**config.mk**
```make
export PLATFORM = sky130hd
export DESIGN_NAME = cqrf_fill_seq
export DESIGN_NICKNAME = d
export VERILOG_FILES = /design/src/rtl/core/cqrf_pkg.sv /design/src/rtl/core/cqrf_fill_seq.sv
export SDC_FILE = /design/constraint.sdc
export NUM_CORES = 1
export LEC_CHECK = 0
export BUFFER_PORTS_ARGS = -buffer_cell sky130_fd_sc_hd__buf_2
export CAP_MARGIN = 20
export CORE_MARGIN = 2
export CORE_UTILIZATION = 61
export DETAILED_ROUTE_END_ITERATION = 7
export PLACE_DENSITY = 0.93
export SYNTH_ARGS = -nofsm -noshare
export SYNTH_HDL_FRONTEND = slang
export SYNTH_SLANG_ARGS = --single-unit
```
**constraint.sdc**
```tcl
create_clock -name i_clk -period 11.5 [get_ports i_clk]
set_input_delay 1.15 -clock i_clk [delete_from_list [all_inputs] [get_ports i_clk]]
set_output_delay 1.15 -clock i_clk [all_outputs]
set_load 0.005 [all_outputs]
```
**src/rtl/core/cqrf_pkg.sv**
```systemverilog
// ----------------------------------------------------------------------------
// cqrf_pkg
// Shared codes and types for the clipped quad rectangle fill engine.
// ----------------------------------------------------------------------------
package cqrf_pkg;

    // Item modes
    typedef enum logic [1:0] {
        MODE_CLEAR  = 2'd0,
        MODE_VERTEX = 2'd1,
        MODE_READ   = 2'd2,
        MODE_NONE   = 2'd3
    } t_mode;

    // Configuration register indexes
    localparam int CFG_IDX_W = 1;
    localparam logic [CFG_IDX_W-1:0] REG_FRAME_WIDTH  = 1'b0;
    localparam logic [CFG_IDX_W-1:0] REG_FRAME_HEIGHT = 1'b1;
    localparam int CFG_DATA_W = 9;

    localparam int PIXEL_W = 32;

    // Fill request handed to the address sequencer
    typedef struct packed {
        logic start;
        logic clear;
        logic empty;
    } t_fill_ctl;

endpackage

```
**src/rtl/core/cqrf_fill_seq.sv**
```systemverilog
// ----------------------------------------------------------------------------
// cqrf_fill_seq
// Rectangle address sequencer: writes one pixel per cycle row by row.
// ----------------------------------------------------------------------------
module cqrf_fill_seq
    import cqrf_pkg::*;
#(
    parameter int WW = 9,
    parameter int HW = 9,
    parameter int AW = 16
) (
    input  logic               i_clk,
    input  logic               i_rst_n,
    input  t_fill_ctl          i_ctl,
    input  logic [WW-1:0]      i_x0,
    input  logic [HW-1:0]      i_y0,
    input  logic [WW-1:0]      i_x1,
    input  logic [HW-1:0]      i_y1,
    input  logic [WW-1:0]      i_width,
    input  logic [PIXEL_W-1:0] i_color,
    output logic               o_busy,
    output logic               o_we,
    output logic [AW-1:0]      o_waddr,
    output logic [PIXEL_W-1:0] o_wdata
);

    localparam int PW = (HW + WW + 1 > AW) ? HW + WW + 1 : AW;

    typedef enum logic [2:0] {
        FS_IDLE = 3'b001,
        FS_ADDR = 3'b010,
        FS_FILL = 3'b100
    } t_fill_state;

    t_fill_state        r_state, n_state;
    logic [WW-1:0]      r_x, r_x0, r_x1;
    logic [HW-1:0]      r_y, r_y1;
    logic [AW-1:0]      r_addr, r_row;
    logic [PIXEL_W-1:0] r_color;
    logic [PW-1:0]      start_lin;
    logic [PW-1:0]      next_row;
    logic               last_col, last_row;

    assign start_lin = PW'(r_y) * PW'(i_width) + PW'(r_x0);
    assign next_row  = PW'(r_row) + PW'(i_width);
    assign last_col  = (WW'(r_x + 1'b1) == r_x1);
    assign last_row  = (HW'(r_y + 1'b1) == r_y1);

    // Advance through start address, then the pixel sweep
    always_comb begin
        n_state = r_state;
        unique case (r_state)
            FS_IDLE: begin
                if (i_ctl.start && !i_ctl.empty) begin
                    n_state = FS_ADDR;
                end
            end
            FS_ADDR: n_state = FS_FILL;
            FS_FILL: begin
                if (last_col && last_row) begin
                    n_state = FS_IDLE;
                end
            end
            default: n_state = FS_IDLE;
        endcase
    end

    always_ff @(posedge i_clk) begin
        if (!i_rst_n) begin
            r_state <= FS_IDLE;
        end else begin
            r_state <= n_state;
        end
    end

    // Hold the box and step the write address
    always_ff @(posedge i_clk) begin
        case (r_state)
            FS_IDLE: begin
                if (i_ctl.start) begin
                    r_x0    <= i_x0;
                    r_x1    <= i_x1;
                    r_y1    <= i_y1;
                    r_x     <= i_x0;
                    r_y     <= i_y0;
                    r_color <= i_ctl.clear ? '0 : i_color;
                end
            end
            FS_ADDR: begin
                r_addr <= start_lin[AW-1:0];
                r_row  <= start_lin[AW-1:0];
            end
            FS_FILL: begin
                if (last_col) begin
                    r_x    <= r_x0;
                    r_y    <= HW'(r_y + 1'b1);
                    r_row  <= next_row[AW-1:0];
                    r_addr <= next_row[AW-1:0];
                end else begin
                    r_x    <= WW'(r_x + 1'b1);
                    r_addr <= AW'(r_addr + 1'b1);
                end
            end
            default: ;
        endcase
    end

    assign o_busy  = (r_state != FS_IDLE);
    assign o_we    = (r_state == FS_FILL);
    assign o_waddr = r_addr;
    assign o_wdata = r_color;

endmodule

```
# ---- Word level (Yosys, flattened, before mapping)
# Index checks and enable logic that the tools add are counted.
dict set report word_totals {
  regBits 112
  input_bits 82
  out_inout_bits 50
  elab_cells 48
}
dict set report op_classes {
  eq_ne 10
  addsub 5
  mul 1
  muxes 13
  reduce_logical 10
}
# operator count
set ops {}
lappend ops {{one-hot mux 16 bit (2 select lines)} 2}
lappend ops {{2-to-1 mux 9 bit} 4}
lappend ops {{one-hot mux 9 bit (2 select lines)} 2}
lappend ops {{adder 16 x 9 -> 16 bit} 2}
lappend ops {{2-to-1 mux 16 bit} 2}
lappend ops {{adder 9 x 1 -> 9 bit (second input constant)} 2}
lappend ops {{== test 9 bit} 2}
lappend ops {{adder 16 x 1 -> 16 bit (second input constant)} 1}
lappend ops {{multiplier 9 x 9 -> 16 bit} 1}
lappend ops {{one-hot mux 3 bit (3 select lines)} 1}
lappend ops {{AND reduction 2 bit} 4}
lappend ops {{2-to-1 mux 3 bit} 2}
lappend ops {{!= test 2 x 1 -> 1 bit (second input constant)} 2}
lappend ops {{!= test 2 bit (second input constant)} 2}
lappend ops {{nonzero test 2 bit} 2}
lappend ops {{== test 3 x 1 -> 1 bit (second input constant)} 1}
lappend ops {{== test 3 x 2 -> 1 bit (second input constant)} 1}
lappend ops {{== test 3 bit (second input constant)} 1}
lappend ops {{!= test 3 x 1 -> 1 bit (second input constant)} 1}
lappend ops {{AND reduction 3 bit} 1}
lappend ops {{logical AND 1 bit} 2}
lappend ops {{zero test 1 bit} 1}

# ---- Depth between registers and ports, before layout
dict set report depth {
  word_depth 5
  ltp_mapped 20
  ltp_nobuf 19
}

# ---- Least setup slack after synthesis
# OpenSTA, ideal clock, no wires.
dict set report synth_path {
  path_kind {input port to flip-flop}
  from {input i_width[2]}
  to {register r_row[13] (data pin)}
  t_required_ns 11.245
  path_slack_ns 5.557
  setup_ns 0.255
  arrival_ns 5.688
  path_stages 20
  path_buffers 1
  cell_sequence {clkbuf_1 > nand2_1 > fa_1 > inv_1 > fa_1 > inv_1 > fa_1 > inv_1 > fa_1 > inv_1 > fa_1 > inv_1 > ha_1 > or2_2 > a21o_1 > a31oi_1 > a22oi_1 > xnor2_1 > nand2_1 > and2_1}
}
dict set report synth_via {
  elab_chain_cells 3
  elab_cells_between_ends 5
  cone_classes {add/sub (2); mul (1); mux (2)}
}
# item line
set synth_lines {}
lappend synth_lines {{from (decl)} cqrf_fill_seq.sv:19} ;# input logic [WW-1:0] i_width,
lappend synth_lines {{multiplier 9 x 9 -> 16 bit / adder 16 x 9 -> 16 bit (equally long branches)} {cqrf_fill_seq.sv:44, cqrf_fill_seq.sv:45}}
lappend synth_lines {{adder 16 x 9 -> 16 bit / 2-to-1 mux 16 bit (equally long branches)} {cqrf_fill_seq.sv:44, cqrf_fill_seq.sv:94}}
lappend synth_lines {{one-hot mux 16 bit (2 select lines) *} cqrf_fill_seq.sv:78} ;# case (r_state)
lappend synth_lines {{to (signal assigned)} cqrf_fill_seq.sv:91} ;# r_row <= start_lin[AW-1:0];
lappend synth_lines {{to (signal assigned)} cqrf_fill_seq.sv:97} ;# r_row <= next_row[AW-1:0];
lappend synth_lines {{to (decl)} cqrf_fill_seq.sv:38} ;# logic [AW-1:0] r_addr, r_row;
# Every way passes the cells marked *; elsewhere a longest branch is shown, timed or not. The select of a mux whose other input is x is not followed.
# A chain may end at the register's enable or synchronous reset.

# ---- Final worst setup path
# Ends and elaborated chain as after synthesis.

==> flow_summary_export.csv <==
group,metric,value,unit
outcome,outcome,"complete, no violations",
routing,routedWlPerCell,17.69,µm
placed_design,placedInstanceArea,0.009195,mm²
yosys,synth_compound_area_share,8.377,%
global_routing,grtUsageTotal,27.42,%
cells_and_area,antenna_cells,0,
pwr,peakVddDrop,0.1421,mV
sta,tightest_slew,1085,ps
cells_and_area,num-fill-cells,904,
worst_setup_path,critPathKind,"in2reg",
cells_and_area,area_delta_synth_final,13.52,%
yosys,synthMuxAreaShare,1.595,%
clock_tree,postCtsSetupBuffers,0,
worst_setup_path,crit_path_start_kind,"primary input",
routing,ant_nets,0,
global_routing,grt_pass1_vias,6532,
clock_tree,h-tree-depth,3,
clock_tree,hold_buffers,0,
sta,finalCritPeriodShare,50.60,%
routing,via_count,6258,
yosys,synth_top_area_cell,"edfxtp_1",
pwr,power_density,196.8,mW/mm²
clock_tree,cts_tree,"yes",
yosys,synth_edf_count,109,
sta,clock-skew-final,15.43,ps
yosys,mappedNetlistArea,0.008394,mm²
yosys,syn_nets,980,
floorplan,fp.dieH,121.3,µm
cells_and_area,nNetsFinal,1098,
yosys,synth-xor-area-share,7.930,%
yosys,async_flop_share,0,%
sta,fin_hold_ws,641.1,ps
worst_setup_path,cp_slowest_cell,"fa_1",
placed_design,dp_slack,5312,ps
yosys,synth-main-ff-cell,"edfxtp_1",
placed_design,dp_hpwl,14.59,mm
global_routing,antenna_found_initial,0,
yosys,ys_ff_latch,112,
global_routing,grt_max_degree,60,
yosys,synth_top_area_share,38.99,%
yosys,synthAdderAreaFrac,21.46,%
worst_setup_path,critPathMaxStageDelay,560,ps
floorplan,dieArea,0.01471,mm²
yosys,syn_inst,787,
floorplan,die_w,121.3,µm
job,drv_cap,0,
placed_design,port_buffers,131,
routing,drt-vias-per-instance,5.762,
worst_setup_path,cp_cell_sequence,"buf_2, nand2_1, fa_1, inv_1, fa_1, inv_1, fa_1, inv_1, fa_1, inv_1, fa_1, inv_1, ha_1, or2_2, a21o_1, a31oi_1, a22oi_1, xnor2_1, nand2_1, and2_1",
routing,postRouteWirelength,19.21,mm
sta,timing.fmax,0.1719,GHz
worst_setup_path,arrival,5950,ps
min_path,hold_class,"reg2reg",
clock_tree,cts_made_buffers,9,
routing,drcViolationCount,0,
global_routing,grt_pass1_wl,31.13,mm
pwr,leakagePower,4.294,nW
floorplan,io_pins,132,
floorplan,initial_utilization,62.89,%
sta,setup_viol_count_final,0,
sta,drv_slew,0,
cells_and_area,drive_gt1_share,18.13,%
sta,fin_ws,5681,ps
yosys,syn_avg_cell_area,10.67,µm²
clock_tree,root_buffer,"clkbuf_16",
sta,hold_viol,0,
floorplan,core_area,0.01335,mm²
clock_tree,clock-sinks,112,
yosys,synth-simple-area-share,16.25,%
sta,setup-tns-final,0,ps
pwr,total_power,1.876,mW
worst_setup_path,worstPathRequired,11630,ps
yosys,synth_top_family_by_area,"adder cells",
sta,grt_setup_unrepaired,"false",
yosys,synthTopCellsByArea,"edfxtp_1, fa_1, ha_1",
clock_tree,clock_latency,380,ps
routing,first_pass_iters,4,
clock_tree,cts_buffer_depth,2,
yosys,ys_types,56,
floorplan,rows,42,
sta,timing.final.crit_period,5819,ps
cells_and_area,design_area,0.009529,mm²
sta,max_slew_margin,27.57,%
clock_tree,clk_pin_slew_worst_paths,80,ps
yosys,yosysWarningCount,0,
worst_setup_path,crit_path_end_kind,"flip-flop",
worst_setup_path,critPathMaxFanout,10,
clock_tree,cts_resized,0,
global_routing,gr-total-overflow,0,
routing,dr.first_iter.drc_count,424,
yosys,yosysSeqAreaShare,39.71,%
placed_design,gp_congestion,0.9380,
## path summary, 6_finish.rpt
kind,start,to,slack [ps],depth (start not counted)
worst min-delay path,r_state[1]$_SDFFE_PN0P_,r_state[1]$_SDFFE_PN0P_,640,2
worst max register to register,r_y[5]$_DFFE_PP_,r_row[13]$_DFFE_PP_,6030,19
worst min register to register,r_state[1]$_SDFFE_PN0P_,r_state[1]$_SDFFE_PN0P_,640,2
worst max-delay path,i_width[2],r_row[13]$_DFFE_PP_,5680,20
## cell usage after synthesis, types with 2 or more instances
library cell,count
buf_2,2
nor3_1,5
a21boi_0,2
xor2_1,27
o211ai_1,9
edfxtp_1,109
or2_2,2
nor2_1,18
o21ai_0,29
mux2_2,3
buf_1,4
clkbuf_1,22
fa_1,55
ha_1,56
xnor2_1,49
a211oi_1,3
o41ai_1,2
nand3_1,21
dfxtp_1,3
a21o_1,13
and4_1,3
and3_1,11
a31oi_1,3
nand2_1,100
o221ai_1,3
mux2i_1,10
nand4_1,4
and2_1,54
nand2b_1,3
o31a_1,2
nor2b_1,37
o21a_1,6
o31ai_1,2
a21oi_1,21
inv_1,73
## worst max-delay path: cells and delay by family
family	cells	cell delay (ps)
simple gates	4	690
fa+ha+maj	6	2900
compound gates	3	600
xor+xnor	1	150
buf+inv	6	450
## area by class of cell
type                       count  area, µm²  area share (%)
clock buffer                   9      225.2           2.363
clock inverter                 7      88.84          0.9322
inverter                      73      274.0           2.876
multi-input combinational    573       4674           49.05
sequential                   112       3333           34.98
tap                          176      220.2           2.311
timing repair buffer         136      713.2           7.484
## where the power goes
group | internal (mW) | switching (mW)
sequential | 0.553 | 0.0190
combinational | 0.431 | 0.544
clock | 0.158 | 0.171
## flip-flops by register name (all words and copies together), names as in the netlist
register,flops
o_waddr,16
o_wdata,32
r_row,16
r_state,3
r_x,9
r_x0,9
r_x1,9
r_y,9
r_y1,9
## logic make-up after synthesis
| family | count (synthesis) |
|---|---|
| xor gates and xnor gates | 76 |
| muxes | 13 |
| adders and majority gates | 111 |
| AOI/OAI and AO/OA | 107 |
| buffers and inverters | 102 |
| DFF | 112 |
| and+or+nand+nor | 266 |
## placed cells by master, fill, tap and decap left out, types with 4 or more instances in the layout
| master | instances |
|---|---|
| nand4_1 | 4 |
| a21o_1 | 13 |
| mux2i_1 | 10 |
| nand3_1 | 21 |
| o21a_1 | 6 |
| and3_1 | 11 |
| clkbuf_16 | 9 |
| nor2_1 | 17 |
| o211ai_1 | 9 |
| inv_1 | 72 |
| nor3_1 | 5 |
| edfxtp_1 | 109 |
| a21oi_1 | 20 |
| nor2b_1 | 37 |
| fa_1 | 55 |
| ha_1 | 56 |
| nand2_1 | 100 |
| buf_2 | 131 |
| and2_1 | 54 |
| xnor2_1 | 49 |
| xor2_1 | 27 |
| o21ai_0 | 29 |
## through the flow
| stage | util [%] | cells |
|---|---|---|
| after global placement | 68.78 | 1068 |
| final | 71.39 | 1086 |
| after global routing | 71.39 | 1086 |
| after detailed placement | 68.89 | 1069 |
| after floorplan | - | 787 |
| after CTS | 71.24 | 1085 |
## layer usage
metal  part of all wire, %  wire length [µm]  vias to the layer above  GRT usage (%)
met5                     0                 0                        -              0
met4                   3.4               657                        0          12.07
met3                   7.8              1493                       54          6.861
met2                    50              9644                      283          47.19
met1                    39              7416                     3020          32.57
li1                      -                 -                     2901              -
(Power assumes the default switching activity.)
