[src/rtl/core/cqrf_pkg.sv]
// ----------------------------------------------------------------------------
// cqrf_pkg
// Shared codes and types for the clipped quad rectangle fill engine.
// ----------------------------------------------------------------------------
package cqrf_pkg;

    // Item modes
    typedef enum logic [1:0] {
        MODE_CLEAR  = 2'd0,
        MODE_VERTEX = 2'd1,
        MODE_READ   = 2'd2,
        MODE_NONE   = 2'd3
    } t_mode;

    // Configuration register indexes
    localparam int CFG_IDX_W = 1;
    localparam logic [CFG_IDX_W-1:0] REG_FRAME_WIDTH  = 1'b0;
    localparam logic [CFG_IDX_W-1:0] REG_FRAME_HEIGHT = 1'b1;
    localparam int CFG_DATA_W = 9;

    localparam int PIXEL_W = 32;

    // Fill request handed to the address sequencer
    typedef struct packed {
        logic start;
        logic clear;
        logic empty;
    } t_fill_ctl;

endpackage

[src/rtl/core/cqrf_quad_setup.sv]
// ----------------------------------------------------------------------------
// cqrf_quad_setup
// Quad corner collection, bounding box, frame clamp and clip intersection.
// ----------------------------------------------------------------------------
module cqrf_quad_setup
    import cqrf_pkg::*;
#(
    parameter int WW = 9,
    parameter int HW = 9
) (
    input  logic               i_clk,
    input  logic               i_rst_n,
    input  logic               i_vtx,
    input  logic signed [15:0] i_pos_x,
    input  logic signed [15:0] i_pos_y,
    input  logic signed [15:0] i_clip_left,
    input  logic signed [15:0] i_clip_top,
    input  logic signed [15:0] i_clip_right,
    input  logic signed [15:0] i_clip_bottom,
    input  logic [PIXEL_W-1:0] i_fill_rgba,
    input  logic [WW-1:0]      i_width,
    input  logic [HW-1:0]      i_height,
    output logic               o_busy,
    output t_fill_ctl          o_ctl,
    output logic [WW-1:0]      o_x0,
    output logic [HW-1:0]      o_y0,
    output logic [WW-1:0]      o_x1,
    output logic [HW-1:0]      o_y1,
    output logic [PIXEL_W-1:0] o_color
);

    localparam int WHW = (WW > HW) ? WW : HW;
    localparam int CW  = (WHW + 1 > 13) ? WHW + 1 : 13;

    // Truncate Q12.4 toward zero to whole pixels
    function automatic logic signed [CW-1:0] f_trunc(input logic signed [15:0] v);
        logic signed [16:0] t;
        t = {v[15], v};
        if (v < 0) begin
            t = t + 17'sd15;
        end
        return CW'(t >>> 4);
    endfunction

    function automatic logic signed [CW-1:0] f_max(input logic signed [CW-1:0] a,
                                                   input logic signed [CW-1:0] b);
        return (a > b) ? a : b;
    endfunction

    function automatic logic signed [CW-1:0] f_min(input logic signed [CW-1:0] a,
                                                   input logic signed [CW-1:0] b);
        return (a < b) ? a : b;
    endfunction

    logic [1:0]         r_count;
    logic               r_pend_a;
    logic               r_pend_b;
    logic signed [15:0] r_min_x, r_min_y, r_max_x, r_max_y;
    logic signed [15:0] r_clip_l, r_clip_t, r_clip_r, r_clip_b;
    logic [PIXEL_W-1:0] r_color;
    logic signed [CW-1:0] r_x0, r_y0, r_x1, r_y1;
    logic signed [CW-1:0] n_x0, n_y0, n_x1, n_y1;
    logic signed [CW-1:0] w_s, h_s;

    // Count corners, launch the box pipeline on the fourth
    always_ff @(posedge i_clk) begin
        if (!i_rst_n) begin
            r_count  <= '0;
            r_pend_a <= 1'b0;
            r_pend_b <= 1'b0;
        end else begin
            r_pend_a <= i_vtx && (r_count == 2'd3);
            r_pend_b <= r_pend_a;
            if (i_vtx) begin
                r_count <= r_count + 2'd1;
            end
        end
    end

    // Latch clip and color on the first corner, widen the box after
    always_ff @(posedge i_clk) begin
        if (i_vtx) begin
            if (r_count == 2'd0) begin
                r_clip_l <= i_clip_left;
                r_clip_t <= i_clip_top;
                r_clip_r <= i_clip_right;
                r_clip_b <= i_clip_bottom;
                r_color  <= i_fill_rgba;
                r_min_x  <= i_pos_x;
                r_min_y  <= i_pos_y;
                r_max_x  <= i_pos_x;
                r_max_y  <= i_pos_y;
            end else begin
                r_min_x  <= (i_pos_x < r_min_x) ? i_pos_x : r_min_x;
                r_min_y  <= (i_pos_y < r_min_y) ? i_pos_y : r_min_y;
                r_max_x  <= (i_pos_x > r_max_x) ? i_pos_x : r_max_x;
                r_max_y  <= (i_pos_y > r_max_y) ? i_pos_y : r_max_y;
            end
        end
    end

    // Clamp to the frame and intersect with the clip
    always_comb begin
        w_s  = CW'($signed({1'b0, i_width}));
        h_s  = CW'($signed({1'b0, i_height}));
        n_x0 = f_max(f_max('0, f_trunc(r_min_x)), f_trunc(r_clip_l));
        n_y0 = f_max(f_max('0, f_trunc(r_min_y)), f_trunc(r_clip_t));
        n_x1 = f_min(f_min(w_s, f_trunc(r_max_x)), f_trunc(r_clip_r));
        n_y1 = f_min(f_min(h_s, f_trunc(r_max_y)), f_trunc(r_clip_b));
    end

    always_ff @(posedge i_clk) begin
        if (r_pend_a) begin
            r_x0 <= n_x0;
            r_y0 <= n_y0;
            r_x1 <= n_x1;
            r_y1 <= n_y1;
        end
    end

    // Hand the clipped box to the sequencer
    always_comb begin
        o_ctl.start = r_pend_b;
        o_ctl.clear = 1'b0;
        o_ctl.empty = (r_x1 <= r_x0) || (r_y1 <= r_y0);
    end

    assign o_x0    = r_x0[WW-1:0];
    assign o_y0    = r_y0[HW-1:0];
    assign o_x1    = r_x1[WW-1:0];
    assign o_y1    = r_y1[HW-1:0];
    assign o_color = r_color;
    assign o_busy  = r_pend_a || r_pend_b;

endmodule

[config.mk]
export PLATFORM = sky130hd
export DESIGN_NAME = cqrf_quad_setup
export DESIGN_NICKNAME = d
export VERILOG_FILES = /design/src/rtl/core/cqrf_pkg.sv /design/src/rtl/core/cqrf_quad_setup.sv
export SDC_FILE = /design/constraint.sdc
export NUM_CORES = 1
export LEC_CHECK = 0
export BUFFER_PORTS_ARGS = -buffer_cell sky130_fd_sc_hd__buf_2
export CAP_MARGIN = 5
export CORE_MARGIN = 8
export CORE_UTILIZATION = 52
export CTS_BUF_LIST = sky130_fd_sc_hd__clkbuf_4
export DETAILED_ROUTE_END_ITERATION = 8
export MAX_ROUTING_LAYER = met4
export PLACE_DENSITY = 0.73
export SYNTH_ARGS = -nofsm -noshare
export SYNTH_HDL_FRONTEND = slang
export SYNTH_SLANG_ARGS = --single-unit
[constraint.sdc]
create_clock -name i_clk -period 7.84 [get_ports i_clk]
set_input_delay 1.568 -clock i_clk [delete_from_list [all_inputs] [get_ports i_clk]]
set_output_delay 1.568 -clock i_clk [all_outputs]
set_load 0.01 [all_outputs]
# Word level (Yosys, flattened, before mapping)
# Index checks and enable logic that the tools add are counted.
[op_classes] n_addsub=9 order_cmp=22 eq_ne=1 muxes=24 reduce_logical=13
[ops] op="$add A16 B5 Y17 const B" n=8
[ops] op="$mux W17" n=8
[ops] op="$lt A16 B1 Y1 const B" n=8
[ops] op="$mux W16" n=8
[ops] op="$mux W13" n=8
[ops] op="$gt A16 B16 Y1" n=2
[ops] op="$lt A16 B16 Y1" n=2
[ops] op="$gt A1 B13 Y1 const A" n=2
[ops] op="$gt A13 B13 Y1" n=2
[ops] op="$le A13 B13 Y1" n=2
[ops] op="$lt A10 B13 Y1" n=2
[ops] op="$lt A13 B13 Y1" n=2
[ops] op="$reduce_and A2 Y1" n=5
[ops] op="$reduce_bool A2 Y1" n=4
[ops] op="$add A2 B1 Y2 const B" n=1
[ops] op="$eq A2 B2 Y1 const B" n=1
[ops] op="$logic_not A2 Y1" n=1
[ops] op="$logic_or A1 B1 Y1" n=2
[ops] op="$logic_and A1 B1 Y1" n=1
[word_totals] regBits=216 inputBits=149 output_inout_bits=72 wordCells=85

# Longest topological paths before layout
# Gate-level depths: netlist (run 1).
[depth] ltp_word=6 depth_mapped=24 depth_no_buf=22

# Worst setup path before layout (run 1)
# OpenSTA, ideal clock, no wires.
[synth_timing] path_type="input-to-reg" from="input port i_width[4]" to="register r_x1[11], data pin" setup_ns=0.273 arrival_time_ns=5.491 required_ns=7.567 slack_ns=2.077 cell_stages=18 path_buffers=2 path_cell_list="ha_1 a21oi_1 nor2b_1 a2111oi_0 o221ai_1 o211ai_1 ha_1 clkbuf_1 or2_1 inv_1 ha_1 or4b_1 a211oi_1 nor3_1 and2_1 a211oi_1 buf_2 mux2i_1"
[synth_between] elab_chain_cells=4
[synth_lines] element="start: declaration" line_no="cqrf_quad_setup.sv:21" rtl="input logic [WW-1:0] i_width,"
[synth_lines] element="$lt A10 B13 Y1" line_no="cqrf_quad_setup.sv:52" rtl="return (a < b) ? a : b;"
[synth_lines] element="$mux W13 (*)" line_no="cqrf_quad_setup.sv:52"
[synth_lines] element="$lt A13 B13 Y1" line_no="cqrf_quad_setup.sv:52"
[synth_lines] element="$mux W13 (*)" line_no="cqrf_quad_setup.sv:52"
[synth_lines] element="net n_x1[11]" line_no="cqrf_quad_setup.sv:62" rtl="logic signed [CW-1:0] n_x0, n_y0, n_x1, n_y1;"
[synth_lines] element="end signal: assignment" line_no="cqrf_quad_setup.sv:116" rtl="r_x1 <= n_x1;"
[synth_lines] element="end: declaration" line_no="cqrf_quad_setup.sv:61" rtl="logic signed [CW-1:0] r_x0, r_y0, r_x1, r_y1;"
# The timed path passes the listed nets; every way through them passes the cells marked *.
# A chain may end at the register's enable or synchronous reset.

# Worst setup path in the final report (run 1)
[layout_timing] from="register r_max_y[3]" to="register r_y1[3], data pin"
[layout_between] elab_chain_cells=6 elab_cells_between_ends=7 classes_between="1 x add/sub; 3 x order compare; 3 x mux"
[layout_lines] element="start: declaration" line_no="cqrf_quad_setup.sv:58" rtl="logic signed [15:0] r_min_x, r_min_y, r_max_x, r_max_y;"
[layout_lines] element="start signal: assignment" line_no="cqrf_quad_setup.sv:92" rtl="r_max_y <= i_pos_y;"
[layout_lines] element="start signal: assignment" line_no="cqrf_quad_setup.sv:97" rtl="r_max_y <= (i_pos_y > r_max_y) ? i_pos_y : r_max_y;"
[layout_lines] element="$add A16 B5 Y17 / $lt A16 B1 Y1 (equally long branches)" line_no="cqrf_quad_setup.sv:40, cqrf_quad_setup.sv:39"
[layout_lines] element="$mux W17 (*)" line_no="cqrf_quad_setup.sv:39" rtl="if (v < 0) begin"
[layout_lines] element="$lt A10 B13 Y1" line_no="cqrf_quad_setup.sv:52"
[layout_lines] element="$mux W13 (*)" line_no="cqrf_quad_setup.sv:52"
[layout_lines] element="$lt A13 B13 Y1" line_no="cqrf_quad_setup.sv:52"
[layout_lines] element="$mux W13 (*)" line_no="cqrf_quad_setup.sv:52"
[layout_lines] element="net n_y1[3]" line_no="cqrf_quad_setup.sv:62"
[layout_lines] element="end signal: assignment" line_no="cqrf_quad_setup.sv:117" rtl="r_y1 <= n_y1;"
[layout_lines] element="end: declaration" line_no="cqrf_quad_setup.sv:61"
# Marked as above.

==> results of run 1 <==
==> power breakdown <==
group          leakage, uW  total [uW]  switching (uW)  internal, uW
Clock             0.000446        1040             483           553
Sequential         0.00204        1460            67.3          1390
Combinational      0.00449         723             415           308
Total              0.00697        3220             965          2250
==> layout make-up <==
class | count | area, um2
inverters | 157 | 589
repair buffers | 229 | 1170
clock inverters | 29 | 215
well taps | 341 | 427
flip-flops and latches | 216 | 6450
multi-input cells | 840 | 6510
diodes | 4 | 10.0
clock buffers | 75 | 563
fillers | 2295 | 10600
==> through the flow <==
stage | power, uW | instances | util | setup WS [ns]
after detailed placement | 2200 | 1783 | 0.570 | 1.51
after global placement | 2180 | 1783 | 0.570 | 1.56
after CTS | 3250 | 1887 | 0.599 | 1.55
final | 3220 | 1891 | 0.600 | 1.51
after floorplan | 1970 | 1265 | - | 2.08
after global routing | 3400 | 1891 | 0.600 | 1.09
==> critical path, stage by stage (launching register included) <==
cell	delay [ns]
edfxtp_1	0.44
o41ai_4	0.68
nor2_1	0.16
nand2_1	0.12
xnor2_1	0.14
inv_1	0.06
ha_1	0.37
nand3_1	0.09
or3_1	0.30
a211oi_1	0.24
nor3_1	0.10
o31ai_1	0.24
a31oi_1	0.11
ha_1	0.63
mux2i_1	0.32
inv_1	0.07
ha_1	0.32
nand4_1	0.15
a2111o_1	0.39
a32oi_1	0.71
buf_4	0.33
mux2i_1	0.22
==> path summary, 6_finish.rpt <==
check	slack [ns]	from	endpoint	cells past startpoint
hold reg to reg	0.56	r_count[1]$_SDFFE_PN0P_	r_count[1]$_SDFFE_PN0P_	2
setup reg to reg	1.51	r_max_y[3]$_DFFE_PP_	r_y1[3]$_DFFE_PP_	21
hold / removal	0.56	r_count[1]$_SDFFE_PN0P_	r_count[1]$_SDFFE_PN0P_	2
setup / recovery	1.51	r_max_y[3]$_DFFE_PP_	r_y1[3]$_DFFE_PP_	21
==> cell usage in the layout (no fill, tap or decap), types with 5 or more instances in the layout <==
cell type    n
buf_4       10
nor2b_1     13
a21oi_1     53
o211ai_1     6
or3_1        9
inv_1      157
o41ai_1      7
xnor2_1     71
ha_1       156
a31oi_1      5
and2_1       6
nor4_1      14
a211oi_1    12
buf_2      219
clkinv_2    10
edfxtp_1   212
and3_1       9
o21a_1      11
nand4_1     44
nand2_1     54
nand2b_1    11
o21bai_1     5
o21ai_0     18
or4_1        9
or2_1       10
clkinv_1    12
o21ai_1      7
nand3_1     42
nor2_1      68
mux2i_1     47
o31a_1       7
xor2_1      18
nor3_1      24
and4_1       9
o31ai_1     19
a21o_1      14
clkbuf_4    75
==> cells in the mapped netlist, types with 7 or more instances <==
master	count
and3_1	9
nand4_1	44
or3_1	9
a21o_1	14
nor4_1	14
a21oi_1	53
nor3_1	24
o21ai_1	7
o31a_1	7
nand3_1	42
nand2_1	54
nor2b_1	13
inv_1	157
or4_1	9
nor2_1	68
xnor2_1	71
clkbuf_1	10
xor2_1	18
a211oi_1	13
nand2b_1	11
edfxtp_1	212
o21a_1	11
and2_1	7
buf_4	40
o41ai_1	8
o21ai_0	18
or2_1	10
ha_1	156
and4_1	9
mux2i_1	47
o31ai_1	19
==> metal layers <==
| layer | up-vias | routed length (um) | GRT usage |
|---|---|---|---|
| met1 | 4931 | 15100 | 0.271 |
| met5 | - | 0 | - |
| met3 | 70 | 2520 | 0.0469 |
| met2 | 387 | 15500 | 0.339 |
| met4 | 0 | 937 | 0.0757 |
| li1 | 5157 | - | - |
==> sequential cells by signal, indices dropped and copies added (netlist names), 16 cells and up <==
| register | flops |
|---|---|
| r_min_x | 16 |
| o_color | 32 |
| r_clip_t | 16 |
| r_clip_l | 16 |
| r_clip_b | 16 |
| r_max_x | 16 |
| r_clip_r | 16 |
| r_max_y | 16 |
| r_min_y | 16 |
==> logic make-up (layout without fill, tap and decap cells) <==
family,after synthesis,count (layout),synth area share
other,1,5,0.000270
muxes,50,50,0.0363
buffers and inverters,209,490,0.0675
xor gates and xnor gates,89,89,0.0562
AOI/OAI and AO/OA,207,207,0.107
adders and majority gates,156,156,0.141
DFF,216,216,0.464
and+or+nand+nor,337,337,0.128
==> results.ini, run 1 <==
[logic_synthesis]
synthCells=1265
yosys-top-cells-area=edfxtp_1 46%, ha_1 14%, xnor2_1 4.5%
ys_types=69
synth_edf_count=212
ys_warn_count=0
ys_seq_area_frac=0.464
yosysTopAreaCell=edfxtp_1
async_reset_ff_frac=0
synth_top_area_share=0.459
netlist_area_mm2=0.0139
ys_seq_elements=216
avgSynthCellArea_um2=11.0
synth_flop_cell=edfxtp_1
syn-num-nets=1570

[cts]
numCtsBuffers=58
htree_levels=2
clkLatencyLatePin_ns=0.69
cts_tree=yes
cts_resized=0
path_clk_slew_ns=0.07
clock_sinks=216
clockBufferDepth=3
root_buffer=clkbuf_4
cts_setup_buffers=0
hold_buffers=0

[worst_setup_path]
path_class=register to register
cp.arrival_ns=6.85
start_kind=register
worstPathRequired_ns=8.36
cp_max_fo=12
crit_path_end_kind=register

[detailed_routing]
firstDrtPassIters=6
num_vias=10545
detail-route-antenna-nets=0
drcViolationCount=0
via_per_inst=5.58
wire_per_inst_um=18.0
wl_um=34100
drt_iter0_drc=782

[timing]
fmax_ghz=0.158
maxSlewHeadroom=0.353
period_share=0.807
finalSetupViolations=0
hold_viol_final=0
timing.final.max_slew_violations=0
fin_skew_ns=0.0421
setup_tns_ns=0
tightest_slew_ns=0.958
min_period_ns=6.33
hold_ws_ns=0.562
rsz0062_at_grt=false

[layout]
syn2layout_area_growth_pct=14.8
final_net_count=1807
drive_above_1_share=0.219
final_area_mm2=0.0159

[placed_design]
placed_area_mm2=0.0151
gp_congestion=0.936
dp_hpwl_um=26900
portBuffers=219

[floorplanning]
dieArea_mm2=0.0322
io_pins=221
initial_core_util=0.522
die_w_um=179
core_area_mm2=0.0266
dieHeight_um=179
rows=60

[global_routing]
grt_remaining_overflow=0
grt_pass1_wl_um=52600
grt_start_max_net_pins=64
grt_pass1_vias=10569
grt_antenna_before_repair=4
track_usage=0.215

[worst_hold_path]
hp-class=register to register

[power_and_ir_drop]
p_leak_uw=0.00697
ir_worst_vdd_uv=178
p_per_area_mw_per_mm2=202

[run]
max_cap_viol_count=0

[outcome]
status=finished, final reports clean

(Power assumes the default switching activity.)
==> run 2: changes to the inputs <==
--- a/config.mk
+++ b/config.mk
@@ -5,6 +5,7 @@
 export SDC_FILE = /design/constraint.sdc
 export NUM_CORES = 1
 export LEC_CHECK = 0
+export ABC_AREA = 1
 export BUFFER_PORTS_ARGS = -buffer_cell sky130_fd_sc_hd__buf_2
 export CAP_MARGIN = 5
 export CORE_MARGIN = 8
@@ -12,7 +13,7 @@
 export CTS_BUF_LIST = sky130_fd_sc_hd__clkbuf_4
 export DETAILED_ROUTE_END_ITERATION = 8
 export MAX_ROUTING_LAYER = met4
-export PLACE_DENSITY = 0.73
+export PLACE_DENSITY = 0.76
 export SYNTH_ARGS = -nofsm -noshare
 export SYNTH_HDL_FRONTEND = slang
 export SYNTH_SLANG_ARGS = --single-unit
==> constraint.sdc (replaced) <==
create_clock -name i_clk -period 5.6 [get_ports i_clk]
set_input_delay 1.12 -clock i_clk [delete_from_list [all_inputs] [get_ports i_clk]]
set_output_delay 1.12 -clock i_clk [all_outputs]
set_load 0.01 [all_outputs]
==> run 2 against run 1 <==
Against the previous run:
- register-to-register slack got worse by 0.92 ns
- setup slack got worse by 0.92 ns
- synthesized cell count increased by 26%
- sequential power increased by 38%
- via count increased by 9.0%
- core utilization decreased by 0.065 points
- non-clock buffer count decreased by 4
- design area increased by 0.74%
- first-iteration DRC count decreased by 6.6%
- global-route usage increased by 0.31 points
- maximum frequency increased by 26%
- highest routed layer unchanged
==> results.ini, run 2 <==
[worst_setup_path]
path_buf_inv=3  ; unchanged
crit_slowest_cell=ha_2  ; was a32oi_1
reg2reg_from=r_max_y[0]$_DFFE_PP_  ; was r_max_y[3]$_DFFE_PP_
crit_path_end_kind=register  ; unchanged
critPathLaunch=r_max_y[0]$_DFFE_PP_  ; was r_max_y[3]$_DFFE_PP_
crit_path_max_incr_delay_ns=0.51  ; was 0.71 ns
cp.arrival_ns=5.41  ; was 6.85 ns
cp_top_family=simple AND/OR/NAND/NOR gates  ; was compound AO/OA/AOI/OAI gates
path_class=register to register  ; unchanged
reg2reg_setup_slack_ns=0.59  ; was 1.51 ns
cp_max_fo=21  ; was 12
crit_path_frequent_cell=nand2_1  ; was ha_1
worstPathRequired_ns=5.99  ; was 8.36 ns
start_kind=register  ; unchanged

[cts]
cts_tree=yes  ; unchanged
clock_sinks=216  ; unchanged
clockBufferDepth=3  ; unchanged
numCtsBuffers=59  ; was 58
root_buffer=clkbuf_4  ; unchanged
clkLatencyLatePin_ns=0.71  ; was 0.69 ns
path_clk_slew_ns=0.06  ; was 0.07 ns
cts_resized=0  ; unchanged
hold_buffers=0  ; unchanged
cts_setup_buffers=0  ; unchanged
htree_levels=2  ; unchanged

[detailed_routing]
drcViolationCount=0  ; unchanged
firstDrtPassIters=5  ; was 6
drt_iter0_drc=730  ; was 782
detail-route-antenna-nets=0  ; unchanged
wl_um=35000  ; was 34100 um
wire_per_inst_um=15.8  ; was 18.0 um
num_vias=11499  ; was 10.5k
via_per_inst=5.18  ; was 5.58

[timing]
fmax_ghz=0.199  ; was 0.158 GHz
fin_skew_ns=0.0677  ; was 0.0421 ns
tightest_slew_ns=0.760  ; was 0.958 ns
min_period_ns=5.01  ; was 6.33 ns
rsz0062_at_grt=false  ; unchanged
setup_tns_ns=0  ; unchanged
finalSetupViolations=0  ; unchanged
hold_viol_final=0  ; unchanged
period_share=0.895  ; was 0.807
setup_slack_ns=0.586  ; was 1.51 ns
maxSlewHeadroom=0.493  ; was 0.353
timing.final.max_slew_violations=0  ; unchanged

[floorplanning]
dieHeight_um=181  ; was 179 um
core_area_mm2=0.0268  ; was 0.0266 mm2
dieArea_mm2=0.0326  ; was 0.0322 mm2
rows=60  ; unchanged
die_w_um=181  ; was 179 um
initial_core_util=0.526  ; was 0.522
io_pins=221  ; unchanged

[global_routing]
track_usage=0.218  ; was 0.215
grt_start_max_net_pins=54  ; was 64
grt_antenna_before_repair=7  ; was 4
grt_pass1_wl_um=56400  ; was 52600 um
grt_remaining_overflow=0  ; unchanged
grt_pass1_vias=11740  ; was 10.6k

[layout]
largest_reg_flops=32  ; unchanged
stdcell_count=2219  ; was 1891
syn2layout_area_growth_pct=13.9  ; was 14.8%
final_common_cell=nand2_1  ; was buf_2
final_cell_mix=412 x nand2_1, 246 x inv_1, 219 x buf_2  ; was 219 x buf_2, 212 x edfxtp_1, 157 x inv_1
drive_above_1_share=0.198  ; was 0.219
final_net_count=2128  ; was 1807
fillers=2343  ; was 2295

[logic_synthesis]
ys_seq_elements=216  ; unchanged
synth_flop_cell=edfxtp_1  ; unchanged
synth.most_common_cell=nand2_1  ; was edfxtp_1
synthCells=1591  ; was 1265
synth_edf_count=212  ; unchanged
yosysTopAreaCell=edfxtp_1  ; unchanged
ys_warn_count=0  ; unchanged
netlist_area_mm2=0.0141  ; was 0.0139 mm2
synth_top_area_share=0.452  ; was 0.459
async_reset_ff_frac=0  ; unchanged
syn-num-nets=1896  ; was 1570
ys_types=49  ; was 69
yosys-top-cells-area=edfxtp_1 45%, ha_1 14%, nand2_1 11%  ; was edfxtp_1 46%, ha_1 14%, xnor2_1 4.5%
synthTopCellsByCount=413 x nand2_1, 247 x inv_1, 212 x edfxtp_1  ; was 212 x edfxtp_1, 157 x inv_1, 156 x ha_1
ys_seq_area_frac=0.457  ; was 0.464
avgSynthCellArea_um2=8.86  ; was 11.0 um2

[placed_design]
placedCellCount=2103  ; was 1783
dp_hpwl_um=28100  ; was 26900 um
gp_congestion=0.921  ; was 0.936
portBuffers=219  ; unchanged
pre_cts_slack_ns=0.580  ; was 1.51 ns

[power_and_ir_drop]
p_per_area_mw_per_mm2=275  ; was 202 mW/mm2
ir_worst_vdd_uv=277  ; was 178 uV
p_total_uw=4420  ; was 3220 uW
p_leak_uw=0.00802  ; was 0.00697 uW

[worst_hold_path]
hp-class=register to register  ; unchanged
min-delay-start=r_count[1]$_SDFFE_PN0P_  ; unchanged

[outcome]
status=finished, final reports clean  ; unchanged

[run]
max_cap_viol_count=0  ; unchanged

run 2: cell count changes after synthesis, sizes merged, moves of 47 or more:
| cell | delta |
|---|---|
| nand2 | +366 |
| inv | +93 |
| nand3 | +58 |
| xnor2 | -67 |
| mux2i | -47 |
| nor2 | +47 |
run 2: worst register-to-register path, delay by kind of cell, from the launching register on:
family                   cells  cell delay (ns)
adder cells (fa/ha/maj)      3             1.14
buffers and inverters        3             0.19
AO/OA/AOI/OAI                3             0.49
AND/OR/NAND/NOR             19             2.35
flip-flops                   1             0.36
XOR/XNOR                     1             0.18
run 2: layer usage:
| layer | GRT usage | up-vias | routed length (um) |
|---|---|---|---|
| met5 | - | - | 0 |
| li1 | - | 5785 | - |
| met4 | 0.0880 | 0 | 1060 |
| met1 | 0.269 | 5241 | 15800 |
| met2 | 0.338 | 398 | 15600 |
| met3 | 0.0556 | 75 | 2540 |
run 2: path summary, 6_finish.rpt:
| check | to | cells past startpoint |
|---|---|---|
| worst max register to register | r_y1[7]$_DFFE_PP_ | 29 |
| worst max-delay path | r_y1[7]$_DFFE_PP_ | 29 |
| worst min-delay path | r_count[1]$_SDFFE_PN0P_ | 2 |
| worst min register to register | r_count[1]$_SDFFE_PN0P_ | 2 |
run 2: report_power, final:
| group | total [uW] | switching [uW] | internal (uW) |
|---|---|---|---|
| clock | 1380 | 682 | 693 |
| combinational | 1030 | 666 | 363 |
| sequential | 2010 | 69.8 | 1940 |
run 2: cells by family (layout without fill, tap and decap cells):
| family | Yosys count | in the layout | share of synthesized area |
|---|---|---|---|
| buf+inv | 305 | 585 | 0.0936 |
| flops | 216 | 216 | 0.457 |
| simple gates | 712 | 712 | 0.226 |
| xor+xnor | 26 | 26 | 0.0172 |
| other cells | 1 | 8 | 0.000266 |
| compound gates | 175 | 175 | 0.0669 |
| fa+ha+maj | 156 | 156 | 0.139 |
run 2: per-stage QoR:
| stage | hold WS [ns] | area, um2 | util |
|---|---|---|---|
| 6_report | 0.487 | 16100 | 0.599 |
| 5_1_grt | 0.509 | 16100 | 0.599 |
| 4_1_cts | 0.490 | 16000 | 0.598 |
| 3_5_place_dp | 0.481 | 15300 | 0.570 |
| 3_3_place_gp | 0.464 | 15300 | 0.570 |
| 2_1_floorplan | 0.451 | 14100 | - |
run 2: layout make-up:
type,count,area (um2),area share
sequential,216,6450,0.402
tap,341,427,0.0266
timing repair buffer,225,1140,0.0711
inverter,251,947,0.0590
antenna,7,17.5,0.00109
multi-input combinational,1070,6330,0.394
clock inverter,33,169,0.0105
clock buffer,76,571,0.0355
==> run 3: changes to the inputs <==
--- a/config.mk
+++ b/config.mk
@@ -8,11 +8,10 @@
 export ABC_AREA = 1
 export BUFFER_PORTS_ARGS = -buffer_cell sky130_fd_sc_hd__buf_2
 export CAP_MARGIN = 5
-export CORE_MARGIN = 8
+export CORE_MARGIN = 2
 export CORE_UTILIZATION = 52
 export CTS_BUF_LIST = sky130_fd_sc_hd__clkbuf_4
 export DETAILED_ROUTE_END_ITERATION = 8
-export MAX_ROUTING_LAYER = met4
 export PLACE_DENSITY = 0.76
 export SYNTH_ARGS = -nofsm -noshare
 export SYNTH_HDL_FRONTEND = slang
==> run 3 against run 2 <==
Against the previous run:
- setup slack better by 0.055 ns
- largest power group unchanged
- highest routed layer is now met5
- combinational power barely moved
- clock power up 5%
- clock-buffer cell count increased by 2
- critical path depth rose by 2
- first-iteration DRC count decreased by 9.2%
==> results.ini, run 3 (synthesis gave the netlist of run 2 again) <==
[floorplanning]
dieArea_mm2=0.0284  ; was 0.0326 mm2
core_area_mm2=0.0268  ; unchanged
dieHeight_um=169  ; was 181 um
io_pins=221  ; unchanged
die_w_um=169  ; was 181 um
rows=60  ; unchanged
initial_core_util=0.526  ; unchanged

[cts]
numCtsBuffers=60  ; was 59
cts_setup_buffers=0  ; unchanged
clkLatencyLatePin_ns=0.75  ; was 0.71 ns
path_clk_slew_ns=0.07  ; was 0.06 ns
htree_levels=2  ; unchanged
clockBufferDepth=3  ; unchanged
root_buffer=clkbuf_4  ; unchanged
hold_buffers=0  ; unchanged
clock_sinks=216  ; unchanged
cts_tree=yes  ; unchanged

[detailed_routing]
detail-route-antenna-nets=0  ; unchanged
num_vias=11436  ; was 11.5k
drcViolationCount=0  ; unchanged
drt_iter0_drc=663  ; was 730
via_per_inst=5.16  ; was 5.18
wl_um=33300  ; was 35000 um
firstDrtPassIters=5  ; unchanged
wire_per_inst_um=15.1  ; was 15.8 um

[outcome]
status=finished, final reports clean  ; unchanged

[run]
max_cap_viol_count=0  ; unchanged

[timing]
setup_tns_ns=0  ; unchanged
hold_ws_ns=0.502  ; was 0.487 ns
hold_viol_final=0  ; unchanged
finalSetupViolations=0  ; unchanged
timing.final.max_slew_violations=0  ; unchanged
rsz0062_at_grt=false  ; unchanged
fmax_ghz=0.202  ; was 0.199 GHz
maxSlewHeadroom=0.414  ; was 0.493
period_share=0.886  ; was 0.895
tightest_slew_ns=0.879  ; was 0.760 ns
fin_skew_ns=0.0795  ; was 0.0677 ns
setup_slack_ns=0.641  ; was 0.586 ns
min_period_ns=4.96  ; was 5.01 ns

[power_and_ir_drop]
p_comb_frac=0.229  ; was 0.233
seq_power_share=0.448  ; was 0.455
p_clk_frac=0.323  ; was 0.312
p_per_area_mw_per_mm2=279  ; was 275 mW/mm2
sw_frac_of_total=0.318  ; was 0.321
ir_worst_vdd_uv=261  ; was 277 uV
p_leak_uw=0.00804  ; was 0.00802 uW
cell_internal_pwr_uw=3060  ; was 3000 uW
p_switching_uw=1430  ; was 1420 uW

[worst_setup_path]
reg2reg_from=r_max_y[1]$_DFFE_PP_  ; was r_max_y[0]$_DFFE_PP_
critPathLaunch=r_max_y[1]$_DFFE_PP_  ; was r_max_y[0]$_DFFE_PP_
rr_worst_depth=31  ; was 29
crit_slowest_cell=ha_2  ; unchanged
crit_path_max_incr_delay_ns=0.51  ; about the same
crit_path_end_kind=register  ; unchanged
cp_max_fo=21  ; unchanged
reg2reg_to=r_y1[9]$_DFFE_PP_  ; was r_y1[7]$_DFFE_PP_
crit_path_frequent_cell=nand2_1  ; unchanged
cp.arrival_ns=5.39  ; was 5.41 ns
worstPathRequired_ns=6.03  ; was 5.99 ns
crit_end=r_y1[9]$_DFFE_PP_  ; was r_y1[7]$_DFFE_PP_
path_class=register to register  ; unchanged
reg2reg_setup_slack_ns=0.64  ; was 0.59 ns
start_kind=register  ; unchanged

[layout]
final_cell_mix=412 x nand2_1, 246 x inv_1, 219 x buf_2  ; unchanged
largest_reg_flops=32  ; unchanged
drive_above_1_share=0.200  ; was 0.198
final_net_count=2128  ; unchanged
syn2layout_area_growth_pct=14.1  ; was 13.9%
final_common_cell=nand2_1  ; unchanged
stdcell_count=2215  ; was 2219
fillers=2321  ; was 2343

[global_routing]
grt_antenna_before_repair=4  ; was 7
grt_pass1_vias=11064  ; was 11.7k
track_usage=0.234  ; was 0.218
grt_remaining_overflow=0  ; unchanged
grt_pass1_wl_um=53100  ; was 56400 um
grt_start_max_net_pins=69  ; was 54

[placed_design]
gp_congestion=0.935  ; was 0.921
pre_cts_slack_ns=0.564  ; was 0.580 ns
dp_hpwl_um=26500  ; was 28100 um
portBuffers=219  ; unchanged
placedCellCount=2102  ; was 2103

[worst_hold_path]
hp-class=register to register  ; unchanged

-- run 3: cell type report --
| class | count | area [um2] | area share |
|---|---|---|---|
| repair buffers | 224 | 1130 | 0.0705 |
| well taps | 341 | 427 | 0.0265 |
| clock buffers | 78 | 586 | 0.0364 |
| flip-flops and latches | 216 | 6450 | 0.401 |
| inverters | 251 | 947 | 0.0589 |
| clock inverters | 33 | 198 | 0.0123 |
| multi-input cells | 1070 | 6330 | 0.394 |
| diodes | 2 | 5.00 | 0.000311 |
-- run 3: worst max-delay path: cells and delay by family, from the launching register on --
kind | cells | cell delay [ns]
AND/OR/NAND/NOR | 20 | 2.25
adder cells (fa/ha/maj) | 3 | 1.16
flip-flops | 1 | 0.35
buffers and inverters | 4 | 0.23
AO/OA/AOI/OAI | 3 | 0.51
XOR/XNOR | 1 | 0.17
-- run 3: power groups by stage --
| stage | registers, uW | logic [uW] | clock network, uW |
|---|---|---|---|
| after global placement | 2040 | 970 | 0 |
| final | 2010 | 1030 | 1450 |
| after global routing | 2020 | 1190 | 1570 |
| after floorplan | 2030 | 722 | 0 |
| after detailed placement | 2040 | 1010 | 0 |
| after CTS | 2010 | 1020 | 1500 |
-- run 3: how the worst min path moves through the flow --
stage	slack, ns	cells past startpoint	to	start
after global routing	0.48	1	o_color[10]$_DFFE_PP_	i_fill_rgba[10]
after floorplan	0.45	2	r_count[1]$_SDFFE_PN0P_	r_count[1]$_SDFFE_PN0P_
after global placement	0.46	2	r_count[1]$_SDFFE_PN0P_	r_count[1]$_SDFFE_PN0P_
final	0.50	2	r_count[1]$_SDFFE_PN0P_	r_count[1]$_SDFFE_PN0P_
after detailed placement	0.50	2	r_count[1]$_SDFFE_PN0P_	r_count[1]$_SDFFE_PN0P_
after CTS	0.48	1	o_color[10]$_DFFE_PP_	i_fill_rgba[10]
-- run 3: per-layer routing --
| layer | track usage | up-vias | wire length, um |
|---|---|---|---|
| met5 | 0 | - | 21 |
| met4 | 0.0840 | 4 | 865 |
| met3 | 0.0669 | 65 | 2680 |
| met2 | 0.372 | 397 | 14900 |
| met1 | 0.308 | 5187 | 14900 |
| li1 | - | 5783 | - |
-- run 3: metrics by stage --
| stage | total power (uW) | util | cell area [um2] |
|---|---|---|---|
| floorplan | 2760 | - | 14100 |
| global placement | 3010 | 0.570 | 15300 |
| detailed placement | 3060 | 0.570 | 15300 |
| CTS | 4530 | 0.599 | 16100 |
| global route | 4780 | 0.600 | 16100 |
| finish | 4480 | 0.600 | 16100 |
-- run 3: timing repair --
item / CTS / global route
gates resized for setup: 0 / 2
hold endpoints to repair: 0 / 0
endpoints found under the setup margin: 0 / 14
